`src/rtl/mfhp_pkg.sv`:
```
`timescale 1ns / 1ps
// Shared types and constants for the multicast fragment header parser.
// No dependencies; imported by every module of the block.
package mfhp_pkg;

   localparam int ID_OFFSET   = 20;
   localparam int RSP_DEPTH   = 3;
   localparam int RSP_CNT_W   = 2;
   localparam int CSR_INDEX_W = 2;
   localparam int CSR_DATA_W  = 8;

   localparam logic [CSR_INDEX_W-1:0] CSR_EXPECTED_VERSION = 2'd0;
   localparam logic [CSR_INDEX_W-1:0] CSR_MAX_ID_LENGTH    = 2'd1;
   localparam logic [CSR_INDEX_W-1:0] CSR_MIN_HEADER_BYTES = 2'd2;

   localparam logic [7:0] EXPECTED_VERSION_RST = 8'd16;
   localparam logic [7:0] MAX_ID_LENGTH_RST    = 8'd252;
   localparam logic [6:0] MIN_HEADER_BYTES_RST = 7'd20;

   localparam logic [7:0] MAGIC_BYTES [4] = '{8'h4D, 8'h49, 8'h4F, 8'h50};

   typedef enum logic [2:0] {
      ST_OK          = 3'd0,
      ST_TOO_SHORT   = 3'd1,
      ST_BAD_MAGIC   = 3'd2,
      ST_BAD_VERSION = 3'd3,
      ST_MALFORMED   = 3'd4,
      ST_NO_PAD      = 3'd5
   } status_type;

   typedef struct packed {
      logic [7:0] expected_version;
      logic [7:0] max_id_length;
      logic [6:0] min_header_bytes;
   } cfg_type;

   typedef struct packed {
      status_type  status;
      logic        stop_fragment;
      logic [15:0] payload_length;
      logic [31:0] fragment_number;
      logic [31:0] id_hash;
      logic [8:0]  payload_offset;
   } rsp_type;

endpackage

```
`src/rtl/mfhp_parse.sv`:
```
`timescale 1ns / 1ps
// Per-byte header parse, identifier hash and end-of-datagram status check.
// Depends on mfhp_pkg.
module mfhp_parse #(
   parameter int MAX_DGRAM_BYTES = 65536
) (
   input  logic             clock,
   input  logic             reset,
   input  logic             beat_valid,
   input  logic [7:0]       beat_byte,
   input  logic             beat_last,
   input  mfhp_pkg::cfg_type cfg,
   output logic             rsp_push,
   output mfhp_pkg::rsp_type rsp_data
);
   import mfhp_pkg::*;

   localparam int CNT_W = $clog2(MAX_DGRAM_BYTES + 2);

   logic [CNT_W-1:0] byte_count_ff, byte_count_in, upd_count;
   status_type       first_error_ff, first_error_in, upd_error;
   logic             little_endian_ff, little_endian_in, upd_le;
   logic             stop_seen_ff, stop_seen_in, upd_stop;
   logic [15:0]      length_field_ff, length_field_in, upd_length;
   logic [31:0]      number_field_ff, number_field_in, upd_number;
   logic [31:0]      ident_length_ff, ident_length_in, upd_ident;
   logic [31:0]      hash_accum_ff, hash_accum_in, upd_hash;

   logic             in_range;
   logic [CNT_W-1:0] pos;
   logic [31:0]      hash_pos;
   logic [31:0]      len_asm;
   logic [31:0]      hash_step;
   logic [33:0]      total_len;
   logic [8:0]       offset_sum;
   logic [8:0]       offset;
   status_type       status;

   function automatic logic [31:0] assemble(input logic [31:0] old_val,
                                            input logic [7:0]  b,
                                            input logic [1:0]  k,
                                            input logic        le);
      logic [31:0] base;
      logic [31:0] res;
      base = (k == 2'd0) ? 32'd0 : old_val;
      if (le) begin
         res = base | ({24'd0, b} << {k, 3'b000});
      end else begin
         res = {base[23:0], b};
      end
      return res;
   endfunction

   assign pos      = byte_count_ff;
   assign in_range = byte_count_ff < CNT_W'(MAX_DGRAM_BYTES);
   assign hash_pos = 32'(pos - CNT_W'(ID_OFFSET));
   assign len_asm  = assemble({16'd0, length_field_ff}, beat_byte, pos[1:0] ^ 2'b10,
                              little_endian_ff);

   // PJW step: shift in the byte, fold the top nibble back into bits 7:4
   always_comb begin
      hash_step = {hash_accum_ff[27:0], 4'd0} + {24'd0, beat_byte};
      if (hash_step[31:28] != 4'd0) begin
         hash_step[7:4]   = hash_step[7:4] ^ hash_step[31:28];
         hash_step[31:28] = 4'd0;
      end
   end

   always_comb begin
      upd_count  = byte_count_ff;
      upd_error  = first_error_ff;
      upd_le     = little_endian_ff;
      upd_stop   = stop_seen_ff;
      upd_length = length_field_ff;
      upd_number = number_field_ff;
      upd_ident  = ident_length_ff;
      upd_hash   = hash_accum_ff;
      if (beat_valid) begin
         if (in_range) begin
            upd_count = byte_count_ff + CNT_W'(1);
            if (pos < CNT_W'(4)) begin
               if (beat_byte != MAGIC_BYTES[pos[1:0]] && first_error_ff == ST_OK) begin
                  upd_error = ST_BAD_MAGIC;
               end
            end else if (pos == CNT_W'(4)) begin
               if (beat_byte != cfg.expected_version && first_error_ff == ST_OK) begin
                  upd_error = ST_BAD_VERSION;
               end
            end else if (pos == CNT_W'(5)) begin
               upd_stop = beat_byte[1];
               upd_le   = beat_byte[0];
            end else if (pos < CNT_W'(8)) begin
               upd_length = len_asm[15:0];
            end else if (pos < CNT_W'(12)) begin
               upd_number = assemble(number_field_ff, beat_byte, pos[1:0], little_endian_ff);
            end else if (pos < CNT_W'(16)) begin
               // packet count is not used
            end else if (pos < CNT_W'(ID_OFFSET)) begin
               upd_ident = assemble(ident_length_ff, beat_byte, pos[1:0], little_endian_ff);
            end else if (hash_pos < ident_length_ff) begin
               upd_hash = hash_step;
            end
         end else begin
            upd_count = CNT_W'(MAX_DGRAM_BYTES + 1);
         end
      end
   end

   assign total_len  = 34'(upd_ident) + 34'(upd_length) + 34'(ID_OFFSET);
   assign offset_sum = {1'b0, upd_ident[7:0]} + 9'(ID_OFFSET + 7);
   assign offset     = offset_sum & ~9'd7;

   always_comb begin
      if (32'(upd_count) < 32'(cfg.min_header_bytes)) begin
         status = ST_TOO_SHORT;
      end else if (upd_error != ST_OK) begin
         status = upd_error;
      end else if (upd_count < CNT_W'(4)) begin
         status = ST_BAD_MAGIC;
      end else if (upd_count == CNT_W'(4) && cfg.expected_version != 8'd0) begin
         status = ST_BAD_VERSION;
      end else if (upd_count < CNT_W'(ID_OFFSET) ||
                   32'(upd_count) > 32'(MAX_DGRAM_BYTES)) begin
         status = ST_MALFORMED;
      end else if (upd_ident > {24'd0, cfg.max_id_length} ||
                   total_len != 34'(upd_count)) begin
         status = ST_MALFORMED;
      end else if (32'(offset) > 32'(upd_count)) begin
         status = ST_NO_PAD;
      end else begin
         status = ST_OK;
      end
   end

   always_comb begin
      rsp_push = beat_valid && beat_last;
      rsp_data = '0;
      rsp_data.status = status;
      if (status == ST_OK) begin
         rsp_data.stop_fragment   = upd_stop;
         rsp_data.payload_length  = upd_length;
         rsp_data.fragment_number = upd_number;
         rsp_data.id_hash         = upd_hash;
         rsp_data.payload_offset  = offset;
      end
   end

   // datagram state returns to zero after its last beat
   always_comb begin
      if (rsp_push) begin
         byte_count_in    = '0;
         first_error_in   = ST_OK;
         little_endian_in = 1'b0;
         stop_seen_in     = 1'b0;
         length_field_in  = '0;
         number_field_in  = '0;
         ident_length_in  = '0;
         hash_accum_in    = '0;
      end else begin
         byte_count_in    = upd_count;
         first_error_in   = upd_error;
         little_endian_in = upd_le;
         stop_seen_in     = upd_stop;
         length_field_in  = upd_length;
         number_field_in  = upd_number;
         ident_length_in  = upd_ident;
         hash_accum_in    = upd_hash;
      end
   end

   always_ff @(posedge clock) begin
      if (reset) begin
         byte_count_ff    <= '0;
         first_error_ff   <= ST_OK;
         little_endian_ff <= 1'b0;
         stop_seen_ff     <= 1'b0;
         length_field_ff  <= '0;
         number_field_ff  <= '0;
         ident_length_ff  <= '0;
         hash_accum_ff    <= '0;
      end else begin
         byte_count_ff    <= byte_count_in;
         first_error_ff   <= first_error_in;
         little_endian_ff <= little_endian_in;
         stop_seen_ff     <= stop_seen_in;
         length_field_ff  <= length_field_in;
         number_field_ff  <= number_field_in;
         ident_length_ff  <= ident_length_in;
         hash_accum_ff    <= hash_accum_in;
      end
   end

`ifndef SYNTHESIS
   a_count_bounded: assert property (@(posedge clock) disable iff (reset)
      32'(byte_count_ff) <= 32'(MAX_DGRAM_BYTES + 1))
      else $error("byte count past saturation value");
   a_clear_after_last: assert property (@(posedge clock) disable iff (reset)
      rsp_push |=> (byte_count_ff == '0 && first_error_ff == ST_OK && hash_accum_ff == '0))
      else $error("datagram state not cleared after last beat");
   a_ok_needs_min_len: assert property (@(posedge clock) disable iff (reset)
      (rsp_push && rsp_data.status == ST_OK) |-> 32'(upd_count) >= 32'(ID_OFFSET))
      else $error("ok status on a datagram shorter than the header");
`endif

endmodule

```
`src/rtl/mfhp_rsp_queue.sv`:
```
`timescale 1ns / 1ps
// Small result queue; head entry drives the result ports from a register.
// Depends on mfhp_pkg.
module mfhp_rsp_queue (
   input  logic                           clock,
   input  logic                           reset,
   input  logic                           push,
   input  mfhp_pkg::rsp_type              push_data,
   input  logic                           rsp_stall,
   output logic                           rsp_valid,
   output mfhp_pkg::rsp_type              head,
   output logic [mfhp_pkg::RSP_CNT_W-1:0] count_next
);
   import mfhp_pkg::*;

   rsp_type              slot_ff [RSP_DEPTH];
   rsp_type              slot_in [RSP_DEPTH];
   logic [RSP_CNT_W-1:0] count_ff, count_in, after_pop;
   logic                 pop;

   assign rsp_valid  = count_ff != '0;
   assign head       = slot_ff[0];
   assign pop        = rsp_valid && !rsp_stall;
   assign after_pop  = count_ff - RSP_CNT_W'(pop);
   assign count_in   = after_pop + RSP_CNT_W'(push);
   assign count_next = count_in;

   // entries shift toward the head on a pop; new beat lands behind the rest
   always_comb begin
      for (int i = 0; i < RSP_DEPTH; i++) begin
         if (pop) begin
            slot_in[i] = slot_ff[(i < RSP_DEPTH - 1) ? i + 1 : i];
         end else begin
            slot_in[i] = slot_ff[i];
         end
         if (push && RSP_CNT_W'(i) == after_pop) begin
            slot_in[i] = push_data;
         end
      end
   end

   always_ff @(posedge clock) begin
      for (int i = 0; i < RSP_DEPTH; i++) begin
         slot_ff[i] <= slot_in[i];
      end
   end

   always_ff @(posedge clock) begin
      if (reset) begin
         count_ff <= '0;
      end else begin
         count_ff <= count_in;
      end
   end

`ifndef SYNTHESIS
   a_no_overflow: assert property (@(posedge clock) disable iff (reset)
      push |-> after_pop < RSP_CNT_W'(RSP_DEPTH))
      else $error("result pushed into full queue");
   a_count_range: assert property (@(posedge clock) disable iff (reset)
      count_ff <= RSP_CNT_W'(RSP_DEPTH))
      else $error("queue count out of range");
   a_empty_push_head: assert property (@(posedge clock) disable iff (reset)
      (count_ff == '0 && push) |=> head == $past(push_data))
      else $error("pushed beat not at head of empty queue");
`endif

endmodule

```
`src/rtl/multicast_fragment_header_parser_unit.sv`:
```
`timescale 1ns / 1ps
// A last byte lands in the input beat register; its result is then written to the result queue.
// Throughput: one byte per cycle while req_stall is low; stall rises once queued and in-flight results reach three.
// Bytes without the last mark give no result. Registers: input beat register, parse
// state, three-entry result queue. Reset (synchronous) empties the pipe, clears the
// datagram state and restores the registers to version 16, id limit 252, min size 20.
module multicast_fragment_header_parser_unit #(
   parameter int MAX_DGRAM_BYTES = 65536
) (
   input  logic                             clock,
   input  logic                             reset,
   input  logic                             req_valid,
   output logic                             req_stall,
   input  logic [7:0]                       req_rx_byte,
   input  logic                             req_last_byte,
   output logic                             rsp_valid,
   input  logic                             rsp_stall,
   output logic [2:0]                       rsp_status,
   output logic                             rsp_stop_fragment,
   output logic [15:0]                      rsp_payload_length,
   output logic [31:0]                      rsp_fragment_number,
   output logic [31:0]                      rsp_id_hash,
   output logic [8:0]                       rsp_payload_offset,
   input  logic                             csr_valid,
   output logic                             csr_ready,
   input  logic [mfhp_pkg::CSR_INDEX_W-1:0] csr_index,
   input  logic [mfhp_pkg::CSR_DATA_W-1:0]  csr_data
);
   import mfhp_pkg::*;

   cfg_type              cfg_ff, cfg_in;
   logic                 beat_valid_ff, beat_valid_in;
   logic [7:0]           beat_byte_ff;
   logic                 beat_last_ff;
   logic                 req_stall_ff, req_stall_in;
   logic                 accept;
   logic                 push;
   rsp_type              push_data;
   rsp_type              head;
   logic [RSP_CNT_W-1:0] q_count_next;

   assign csr_ready = 1'b1;

   always_comb begin
      cfg_in = cfg_ff;
      if (csr_valid) begin
         case (csr_index)
            CSR_EXPECTED_VERSION: cfg_in.expected_version = csr_data;
            CSR_MAX_ID_LENGTH:    cfg_in.max_id_length    = csr_data;
            CSR_MIN_HEADER_BYTES: cfg_in.min_header_bytes = csr_data[6:0];
            default:              cfg_in = cfg_ff;
         endcase
      end
   end

   assign accept        = req_valid && !req_stall_ff;
   assign beat_valid_in = accept;
   assign req_stall     = req_stall_ff;

   // room check counts the beat in flight, which may push one more result
   assign req_stall_in = ({1'b0, q_count_next} + (RSP_CNT_W+1)'(accept && req_last_byte))
                         >= (RSP_CNT_W+1)'(RSP_DEPTH);

   always_ff @(posedge clock) begin
      if (reset) begin
         cfg_ff.expected_version <= EXPECTED_VERSION_RST;
         cfg_ff.max_id_length    <= MAX_ID_LENGTH_RST;
         cfg_ff.min_header_bytes <= MIN_HEADER_BYTES_RST;
         beat_valid_ff           <= 1'b0;
         req_stall_ff            <= 1'b0;
      end else begin
         cfg_ff        <= cfg_in;
         beat_valid_ff <= beat_valid_in;
         req_stall_ff  <= req_stall_in;
      end
   end

   always_ff @(posedge clock) begin
      if (accept) begin
         beat_byte_ff <= req_rx_byte;
         beat_last_ff <= req_last_byte;
      end
   end

   mfhp_parse #(
      .MAX_DGRAM_BYTES(MAX_DGRAM_BYTES)
   ) u_parse (
      .clock      (clock),
      .reset      (reset),
      .beat_valid (beat_valid_ff),
      .beat_byte  (beat_byte_ff),
      .beat_last  (beat_last_ff),
      .cfg        (cfg_ff),
      .rsp_push   (push),
      .rsp_data   (push_data)
   );

   mfhp_rsp_queue u_rsp_queue (
      .clock      (clock),
      .reset      (reset),
      .push       (push),
      .push_data  (push_data),
      .rsp_stall  (rsp_stall),
      .rsp_valid  (rsp_valid),
      .head       (head),
      .count_next (q_count_next)
   );

   assign rsp_status          = head.status;
   assign rsp_stop_fragment   = head.stop_fragment;
   assign rsp_payload_length  = head.payload_length;
   assign rsp_fragment_number = head.fragment_number;
   assign rsp_id_hash         = head.id_hash;
   assign rsp_payload_offset  = head.payload_offset;

`ifndef SYNTHESIS
   a_stall_when_full: assert property (@(posedge clock) disable iff (reset)
      (q_count_next == RSP_CNT_W'(RSP_DEPTH)) |=> req_stall)
      else $error("input open with full result queue");
   a_no_beat_after_stall: assert property (@(posedge clock) disable iff (reset)
      req_stall |=> !beat_valid_ff)
      else $error("beat loaded while stalled");
   a_push_from_last: assert property (@(posedge clock) disable iff (reset)
      push |-> (beat_valid_ff && beat_last_ff))
      else $error("result without a last beat");
`endif

endmodule
```
`config.mk`:
```
export PLATFORM = sky130hd
export DESIGN_NAME = multicast_fragment_header_parser_unit
export DESIGN_NICKNAME = d
export VERILOG_FILES = /design/src/rtl/mfhp_pkg.sv /design/src/rtl/mfhp_parse.sv /design/src/rtl/mfhp_rsp_queue.sv /design/src/rtl/multicast_fragment_header_parser_unit.sv
export SDC_FILE = /design/constraint.sdc
export NUM_CORES = 1
export LEC_CHECK = 0
export BUFFER_PORTS_ARGS = -buffer_cell sky130_fd_sc_hd__buf_2
export CORE_MARGIN = 5
export CORE_UTILIZATION = 43
export CTS_CLUSTER_DIAMETER = 120
export DETAILED_ROUTE_END_ITERATION = 8
export PLACE_DENSITY = 0.62
export SYNTH_ARGS = -nofsm -noshare
export SYNTH_HDL_FRONTEND = slang
export SYNTH_SLANG_ARGS = --single-unit
```
`constraint.sdc`:
```
create_clock -name clock -period 6.8 [get_ports clock]
set_input_delay 2.04 -clock clock [delete_from_list [all_inputs] [get_ports clock]]
set_output_delay 2.04 -clock clock [all_outputs]
set_load 0.005 [all_outputs]
```
* Yosys cells after proc, flatten, opt, wreduce, memory -nomap -nowiden *
Memories as Yosys holds them, arrays and structs flattened.
Cells that the tools add are included.

word-level totals
  bits of input ports = 24
  bits in registers = 170
  memories = 1
  output and inout port bits = 96
  logic and storage cells = 159
  bits in writable memories = 279

memories
  memory               depth  bits a word  rd ports  clocked after memory_dff  write ports  line                  RTL
  u_rsp_queue.slot_ff  3      93           3         0                         3            mfhp_rsp_queue.sv:16  rsp_type slot_ff [RSP_DEPTH];

cells by class
  reductions and logical operators = 29
  $lt $le $gt $ge = 15
  shifts and indexed selects = 2
  multiplexer cells = 69
  bitwise operators = 8
  add/sub/neg operators = 9
  equality and inequality tests = 10

operators with widths
  kind                                                                            count
  32-bit two-way mux                                                              30
  93-bit two-way mux                                                              5
  16-bit two-way mux                                                              8
  90-bit two-way mux                                                              1
  32-bit OR                                                                       2
  17-bit by 3-bit equality test with 1-bit output (second input constant)         3
  17-bit by 5-bit less-than comparator with 1-bit output (second input constant)  3
  3-bit two-way mux                                                               13
  34-bit by 5-bit adder with 34-bit output (second input constant)                1
  17-bit by 3-bit less-than comparator with 1-bit output (second input constant)  2
  17-bit by 4-bit less-than comparator with 1-bit output (second input constant)  2
  17-bit two-way mux                                                              2
  34-bit by 17-bit inequality test with 1-bit output                              1
  32-bit by 16-bit adder with 33-bit output                                       1
  32-bit by 8-bit adder with 32-bit output                                        1
  32-bit by 8-bit greater-than comparator with 1-bit output                       1
  32-bit less-than comparator                                                     1
  8-bit by 5-bit left shift with 32-bit output                                    1
  17-bit by 5-bit subtractor with 18-bit output (second input constant)           1
  17-bit by 1-bit adder with 17-bit output (second input constant)                1
  17-bit greater-than comparator (second input constant)                          1
  9-bit by 17-bit greater-than comparator with 1-bit output                       1
  17-bit less-than comparator (second input constant)                             1
  17-bit by 7-bit less-than comparator with 1-bit output                          1
  32 further kinds                                                                58

* Depth between registers and ports, before layout *
Gate-level depths: netlist (run 1).

  depth after elaboration = 26
  mapped depth = 27
  gate-level depth less buffers = 21

* Modules after synthesis *
Synthesis (run 1) repeated with hierarchy kept, for this count alone.

unflattened totals
  cells, all modules = 2,244
  area, all modules = 24,688.7 µm²

modules (own cells, without submodules)
  module                                 area an instance (µm²)  seq. area each (µm²)  times used  cells an instance
  mfhp_rsp_queue                         11,697.5                8,418.1               1           598
  mfhp_parse                             11,651.2                2,682.6               1           1,533
  multicast_fragment_header_parser_unit  1,340.0                 770.7                 1           113

* Least setup slack after synthesis (run 1) *
Ideal clock, no wire load.

  path kind = register to register
  from = register u_parse.byte_count_ff[11]
  to = memory u_rsp_queue.slot_ff[0][60] (netlist bit), data pin
  setup time = 264 ps
  buffers on the path = 6
  arrival = 6,046 ps
  period minus slack after synthesis = 6,311 ps
  slack = 489 ps
  cell stages (with the launch flop) = 27
  required time = 6,536 ps
  cell sequence = dfxtp_1 > clkbuf_1 > or4_1 > nor2_1 > and3_1 > nand3_1 > or3_1 > clkbuf_1 > a21oi_1 > a22oi_1 > inv_1 > ha_1 > a211oi_1 > o21ai_1 > xor2_1 > o2111ai_2 > or2_0 > buf_2 > nor4b_2 > nand4b_1 > mux2i_1 > nand4_1 > clkbuf_1 > nor2_1 > buf_2 > buf_2 > o31ai_2

RTL lines
  item                      line                  RTL
  start: declaration        mfhp_parse.sv:20      logic [CNT_W-1:0] byte_count_ff, byte_count_in, upd_count;
  start signal: assignment  mfhp_parse.sv:182     byte_count_ff <= byte_count_in;
  end: declaration          mfhp_rsp_queue.sv:16

==> out/results.ini, run 1 <==
[run_status]
run_status=complete, no violations

[global_routing]
grt_pass1_vias=20030
antenna_found_initial=1
grt_first_pass_wirelength_um=116300
grt_use_total_pct=22.55
grt_max_degree=119
overflow=0

[route]
met3_length_um=4891
via_per_inst=5.866
vias=20850
drt_iter0_drc=1870
dr.pass1.iters=6
wl_met2_um=35160
dr.max_layer_used=met5
wl_met1_um=32450
wire_per_inst_um=21.18
route.detailed.drc=0
drt_wl_total_um=75260
ant_nets=0

[logic_synthesis]
muxShareOfSynthArea_pct=2.279
synth_top_family_by_area=simple AND/OR/NAND/NOR gates
syn_area_mm2=0.02553
post_synth.cell_area_avg_um2=9.469
synth_seq_cells=440
synthAdderAreaFrac_pct=4.274
synth-simple-area-share_pct=19.66
ys.flop_type=edfxtp_1
synth_compound_area_share_pct=16.92
synthCells=2696
synth_cell_types=89
ys_seq_area_share_pct=45.44
ys_async_sr_fraction_pct=0
synth_edf_count=279
yosysWarnings=0
synth_xor_xnor_area_share_pct=3.499

[clock_tree]
clkTransAtPathRegs_ns=0.06
clk_latency_ns=0.62
cts_buffers=49
htreeDepth=2
cts.hold.buffers_added=0
cts_root_buf=clkbuf_16
max-clock-path-buffers=3
cts_tree=built
cts.sinks=440

[layout]
layout.nets=2850
syn_to_final_growth_pct=13.27
fin_util_pct=49.09
layout-drive-gt1-share_pct=18.16
n_antenna_cell=0

[pwr]
totalPowerFinal_w=0.007070
peakVddDrop_uv=205.4
powerDensity_mw_per_mm2=244.5
leakage_nw=10.60

[timing]
fin_setup_tns_ns=0
fmax_mhz=150.8
finClkSkew_ns=0.04659
setup_viol=0
hold_viol=0
drv_slew=0
fin_crit_sh_pct=97.55
worst_slew_pin_slew_ns=1.167
fin_crit_ns=6.633
max_slew_margin_pct=21.91

[floorplan]
dieArea_mm2=0.06434
die_x_um=253.7
core.rowCount=89
core_area_mm2=0.05891
initial_core_util_pct=43.34
io_pins=120
die_y_um=253.7

[placement]
port_buffers=115
dp_hpwl_um=53450
gp_congestion=0.9855

[worst_hold_path]
hold_path.class=reg2reg

[worst_setup_path]
arrival_ns=7.04
cp.required_ns=7.21
end_kind=flop
start_kind=flop
path_class=reg2reg
cp_max_fo=24

[job]
drv_cap=0

## cell usage after synthesis (32+ instances only)
cell type / count / area (um2)
o31ai_2: 60 / 750.7
dfxtp_1: 161 / 3223
mux2i_1: 48 / 480.5
a21oi_1: 89 / 445.4
buf_4: 96 / 720.7
xor2_1: 32 / 280.3
a22oi_1: 34 / 255.2
nor3_1: 128 / 640.6
nand3_1: 82 / 410.4
buf_2: 37 / 185.2
ha_1: 84 / 1051
o21ai_0: 66 / 330.3
edfxtp_1: 279 / 8378
clkbuf_1: 135 / 506.7
o31ai_1: 115 / 863.3
inv_1: 98 / 367.9
and2_1: 32 / 200.2
nor2_1: 241 / 904.6
or3_1: 72 / 450.4
xnor2_1: 70 / 613.1
nand2_1: 329 / 1235
## final timing paths
check	startpoint	to	slack, ns	cells after the start
setup reg to reg	u_parse.byte_count_ff[11]$_SDFF_PP0_	u_rsp_queue.slot_ff[0][153]$_DFFE_PP_	0.17	25
hold / removal	cfg_ff[8]$_SDFFE_PP0P_	cfg_ff[8]$_SDFFE_PP0P_	0.47	2
hold reg to reg	cfg_ff[8]$_SDFFE_PP0P_	cfg_ff[8]$_SDFFE_PP0P_	0.47	2
setup / recovery	u_parse.byte_count_ff[11]$_SDFF_PP0_	u_rsp_queue.slot_ff[0][153]$_DFFE_PP_	0.17	25
## per-layer routing
| layer | track usage, % | up-vias |
|---|---|---|
| met5 | 0 | - |
| met4 | 8.039 | 2 |
| li1 | - | 9779 |
| met1 | 31.05 | 10200 |
| met2 | 36.52 | 719 |
| met3 | 3.306 | 151 |
## sequential cells by signal, indices dropped and copies added, names as in the netlist, 2 cells and up
| signal | flops |
|---|---|
| u_rsp_queue.count_ff | 2 |
| u_parse.first_error_ff | 3 |
| beat_byte_ff | 8 |
| u_parse.number_field_ff | 32 |
| u_parse.byte_count_ff | 17 |
| u_parse.ident_length_ff | 32 |
| u_parse.hash_accum_ff | 32 |
| cfg_ff | 23 |
| u_parse.length_field_ff | 16 |
| u_rsp_queue.slot_ff | 270 |
## cell usage in the layout, fill, tap and decap left out, types with 14 or more instances in the layout
cell type / instances
a21o_1: 31
a21oi_1: 89
a221oi_1: 19
a22o_1: 15
a22oi_1: 30
a31oi_1: 14
and2_1: 32
and3_1: 16
buf_12: 18
buf_2: 115
buf_4: 154
clkbuf_16: 52
dfxtp_1: 160
edfxtp_1: 279
ha_1: 80
inv_1: 97
mux2i_1: 48
nand2_1: 326
nand3_1: 81
nand4_1: 26
nor2_1: 238
nor2b_1: 26
nor3_1: 126
o211ai_1: 15
o21ai_0: 64
o22ai_1: 15
o31ai_1: 111
o31ai_2: 64
or3_1: 69
xnor2_1: 67
xor2_1: 32
## cells by family (layout without fill, tap and decap cells)
| family | Yosys count | in the layout |
|---|---|---|
| other cells | 2 | 4 |
| fa+ha+maj | 86 | 86 |
| mux | 57 | 57 |
| simple gates | 1042 | 1042 |
| buf+inv | 396 | 479 |
| flops | 440 | 440 |
| xor+xnor | 102 | 102 |
| compound gates | 571 | 571 |
## repair_timing
action / in CTS / in global routing
resized for setup: 0 / 35
buffers inserted: 0 / 8
setup endpoints to repair: 0 / 266
## critical path, cell delays in order, from the launching register on
cell      delay, ns
dfxtp_1        0.31
or4_1          0.58
nor2_2         0.17
and3_1         0.23
nand3_2        0.16
nor3_4         0.29
o21ai_1        0.14
buf_4          0.19
a22oi_1        0.26
inv_1          0.15
ha_2           0.43
o211ai_1       0.19
o21ai_1        0.23
xor2_1         0.27
buf_4          0.19
nand4b_1       0.17
or2_1          0.32
buf_4          0.17
nor3_1         0.15
o21ai_0        0.10
nor4_1         0.28
nand4_1        0.20
o41a_2         0.50
buf_12         0.18
buf_12         0.20
o31ai_1        0.31
## cell type report
class                           count  area, um2
Timing Repair Buffer              287       2092
Tap cell                          773      967.2
Inverter                          100      375.4
Clock inverter                     17      214.0
Clock buffer                       75       1518
Multi-Input combinational cell   1862      12150
Fill cell                        5488      29990
Sequential cell                   440      11600
## report_power, final
part           internal, W  switching [W]
clock              0.00167        0.00115
combinational     0.000293       0.000625
sequential         0.00322       0.000113
## per-stage QoR
stage	std cells	hold WS (ns)	setup slack (ns)	area [um2]
finish	3554	0.4683	0.1666	28920
global route	3554	0.4804	-0.1132	28920
CTS	3546	0.4685	0.02872	28700
detailed placement	3454	0.4608	0.06774	26970
global placement	3454	0.4534	0.2069	26970
floorplan	2698	0.4363	0.4892	25540
Note: power is estimated with default switching activity, not from simulation.
==> run 2, diff against run 1 <==
--- a/config.mk
+++ b/config.mk
@@ -6,9 +6,9 @@
 export NUM_CORES = 1
 export LEC_CHECK = 0
 export BUFFER_PORTS_ARGS = -buffer_cell sky130_fd_sc_hd__buf_2
+export CORE_ASPECT_RATIO = 1.5
 export CORE_MARGIN = 5
 export CORE_UTILIZATION = 43
-export CTS_CLUSTER_DIAMETER = 120
 export DETAILED_ROUTE_END_ITERATION = 8
 export PLACE_DENSITY = 0.62
 export SYNTH_ARGS = -nofsm -noshare
==> out/results.ini, run 2 (synthesis gave the netlist of run 1 again) <==
[layout]
n_fill_cell=5520
register_area_mm2=0.01160
n_antenna_cell=0
layout-drive-gt1-share_pct=19.09
fin_util_pct=49.24
layout_commonest_cell=nand2_1
largest_reg_flops=270
layout.nets=2883
finalNonFillerCells=3585
regMostFlops=u_rsp_queue.slot_ff
syn_to_final_growth_pct=13.64
final_cell_mix=nand2_1 (326), edfxtp_1 (279), nor2_1 (237)
multi_input_area_mm2=0.01225
stdcell_area_mm2=0.02901

[timing]
hold_ws_ns=0.4722
max_slew_margin_pct=14.53
setup_viol=0
fin_crit_sh_pct=97.53
finalWorstSetupSlack_ns=0.1680
finClkSkew_ns=0.02267
hold_viol=0
drv_slew=0
fin_crit_ns=6.632
worst_slew_pin_slew_ns=1.277
fmax_mhz=150.8

[global_routing]
grt_first_pass_wirelength_um=124000
grt_max_degree=86
overflow=0
antenna_found_initial=0
grt_pass1_vias=20760
grt_use_total_pct=24.48

[worst_setup_path]
path_cells=or4_4, nor2_4, and3_4, nand3_2, or3_4, a21oi_1, buf_4, a22oi_1, inv_1, ha_1, a21o_1, a21oi_1, xnor2_1, ha_2, o2111ai_2, or2_0, nor4b_4, a21oi_1, a21oi_1, nand4_1, o41a_2, buf_12, buf_12, o31ai_2
crit_slowest_cell=or4_4
cp_max_fo=23
path_class=reg2reg
cpMostUsedCell=a21oi_1
cp_slowest_stage_delay_ns=0.56
startpoint=u_parse.byte_count_ff[10]$_SDFF_PP0_
arrival_ns=6.99
r2r-start=u_parse.byte_count_ff[10]$_SDFF_PP0_
rr_endpoint=u_rsp_queue.slot_ff[0][85]$_DFFE_PP_
cp.required_ns=7.16
end_kind=flop
r2r_setup_slack_ns=0.17
ff2ff_path_depth=24
start_kind=flop

[placement]
placed_area_mm2=0.02734
port_buffers=115
gp_congestion=0.9713
dp_hpwl_um=60400
place_ws_ns=-0.6677
place_inst=3500

[worst_hold_path]
min_from=cfg_ff[8]$_SDFFE_PP0P_
hold_path.class=reg2reg
worst_hold_path.num_cells=2
hold_end=cfg_ff[8]$_SDFFE_PP0P_

[route]
route.detailed.drc=0
vias=20980
wire_per_inst_um=22.93
drt_wl_total_um=82210
dr.pass1.iters=6
via_per_inst=5.851
ant_nets=0
drt_iter0_drc=1650

[clock_tree]
cts_buffers=43
cts_root_buf=clkbuf_16
htreeDepth=2
cts.sinks=440
clkTransAtPathRegs_ns=0.06
clk_latency_ns=0.57
cts.hold.buffers_added=0
cts_tree=built
max-clock-path-buffers=3

[floorplan]
core.rowCount=109
dieArea_mm2=0.06444
io_pins=120
core_area_mm2=0.05892
initial_core_util_pct=43.33
die_x_um=209.0
die_y_um=308.4

[pwr]
peakVddDrop_uv=161.5
leakage_nw=10.64
powerDensity_mw_per_mm2=230.3

[job]
drv_cap=0

[run_status]
run_status=complete, no violations

run 2: how the worst max path moves through the flow:
stage | to | cells past startpoint
2_1_floorplan | u_rsp_queue.slot_ff[0][60]$_DFFE_PP_ | 26
3_3_place_gp | u_rsp_queue.slot_ff[0][87]$_DFFE_PP_ | 25
3_5_place_dp | u_rsp_queue.slot_ff[0][75]$_DFFE_PP_ | 25
4_1_cts | u_rsp_queue.slot_ff[0][85]$_DFFE_PP_ | 25
5_1_grt | u_rsp_queue.slot_ff[0][9]$_DFFE_PP_ | 24
6_report | u_rsp_queue.slot_ff[0][85]$_DFFE_PP_ | 24
run 2: layer usage:
layer / wire (um) / GRT usage [%]
met2: 42830 / 45.99
met3: 4158 / 2.625
met1: 30190 / 27.23
met5: 0 / 0
met4: 5029 / 12.39
run 2: report_power, final:
part           leakage [nW]  internal [W]  switching (W)
Clock                 0.663       0.00131        0.00108
Combinational          5.99      0.000298       0.000657
Sequential             3.98       0.00322       0.000111
Total                  10.6       0.00483        0.00185
run 2: area by class of cell:
class	count	share of cell area (%)
Timing Repair Buffer	326	8.435
Inverter	100	1.294
Clock buffer	56	3.912
Clock inverter	24	0.8151
Multi-Input combinational cell	1862	42.21
Sequential cell	440	39.99
Tap cell	777	3.351
run 2: repair_timing:
| item | in CTS | in global routing |
|---|---|---|
| pin swaps | 8 | 15 |
| setup endpoints to repair | 266 | 263 |
| resized for setup | 19 | 33 |
| gates cloned | 0 | 2 |
| endpoints found under the hold margin | 0 | 0 |
| setup buffers | 1 | 3 |
run 2: critical path, delay by kind of cell, from the launching register on:
| family | cells | cell delay (ns) |
|---|---|---|
| buffers and inverters | 4 | 0.78 |
| adder cells (fa/ha/maj) | 2 | 0.64 |
| AO/OA/AOI/OAI | 9 | 1.99 |
| AND/OR/NAND/NOR | 8 | 2.44 |
| XOR/XNOR | 1 | 0.23 |
| flip-flops | 1 | 0.31 |
run 2: metrics by stage:
step / total power, W / TNS, ns
final: 0.006681 / 0
after global routing: 0.006941 / -0.002015
after CTS: 0.006741 / 0
after detailed placement: 0.004357 / -123.11
after global placement: 0.004335 / -101.46
after floorplan: 0.004069 / 0
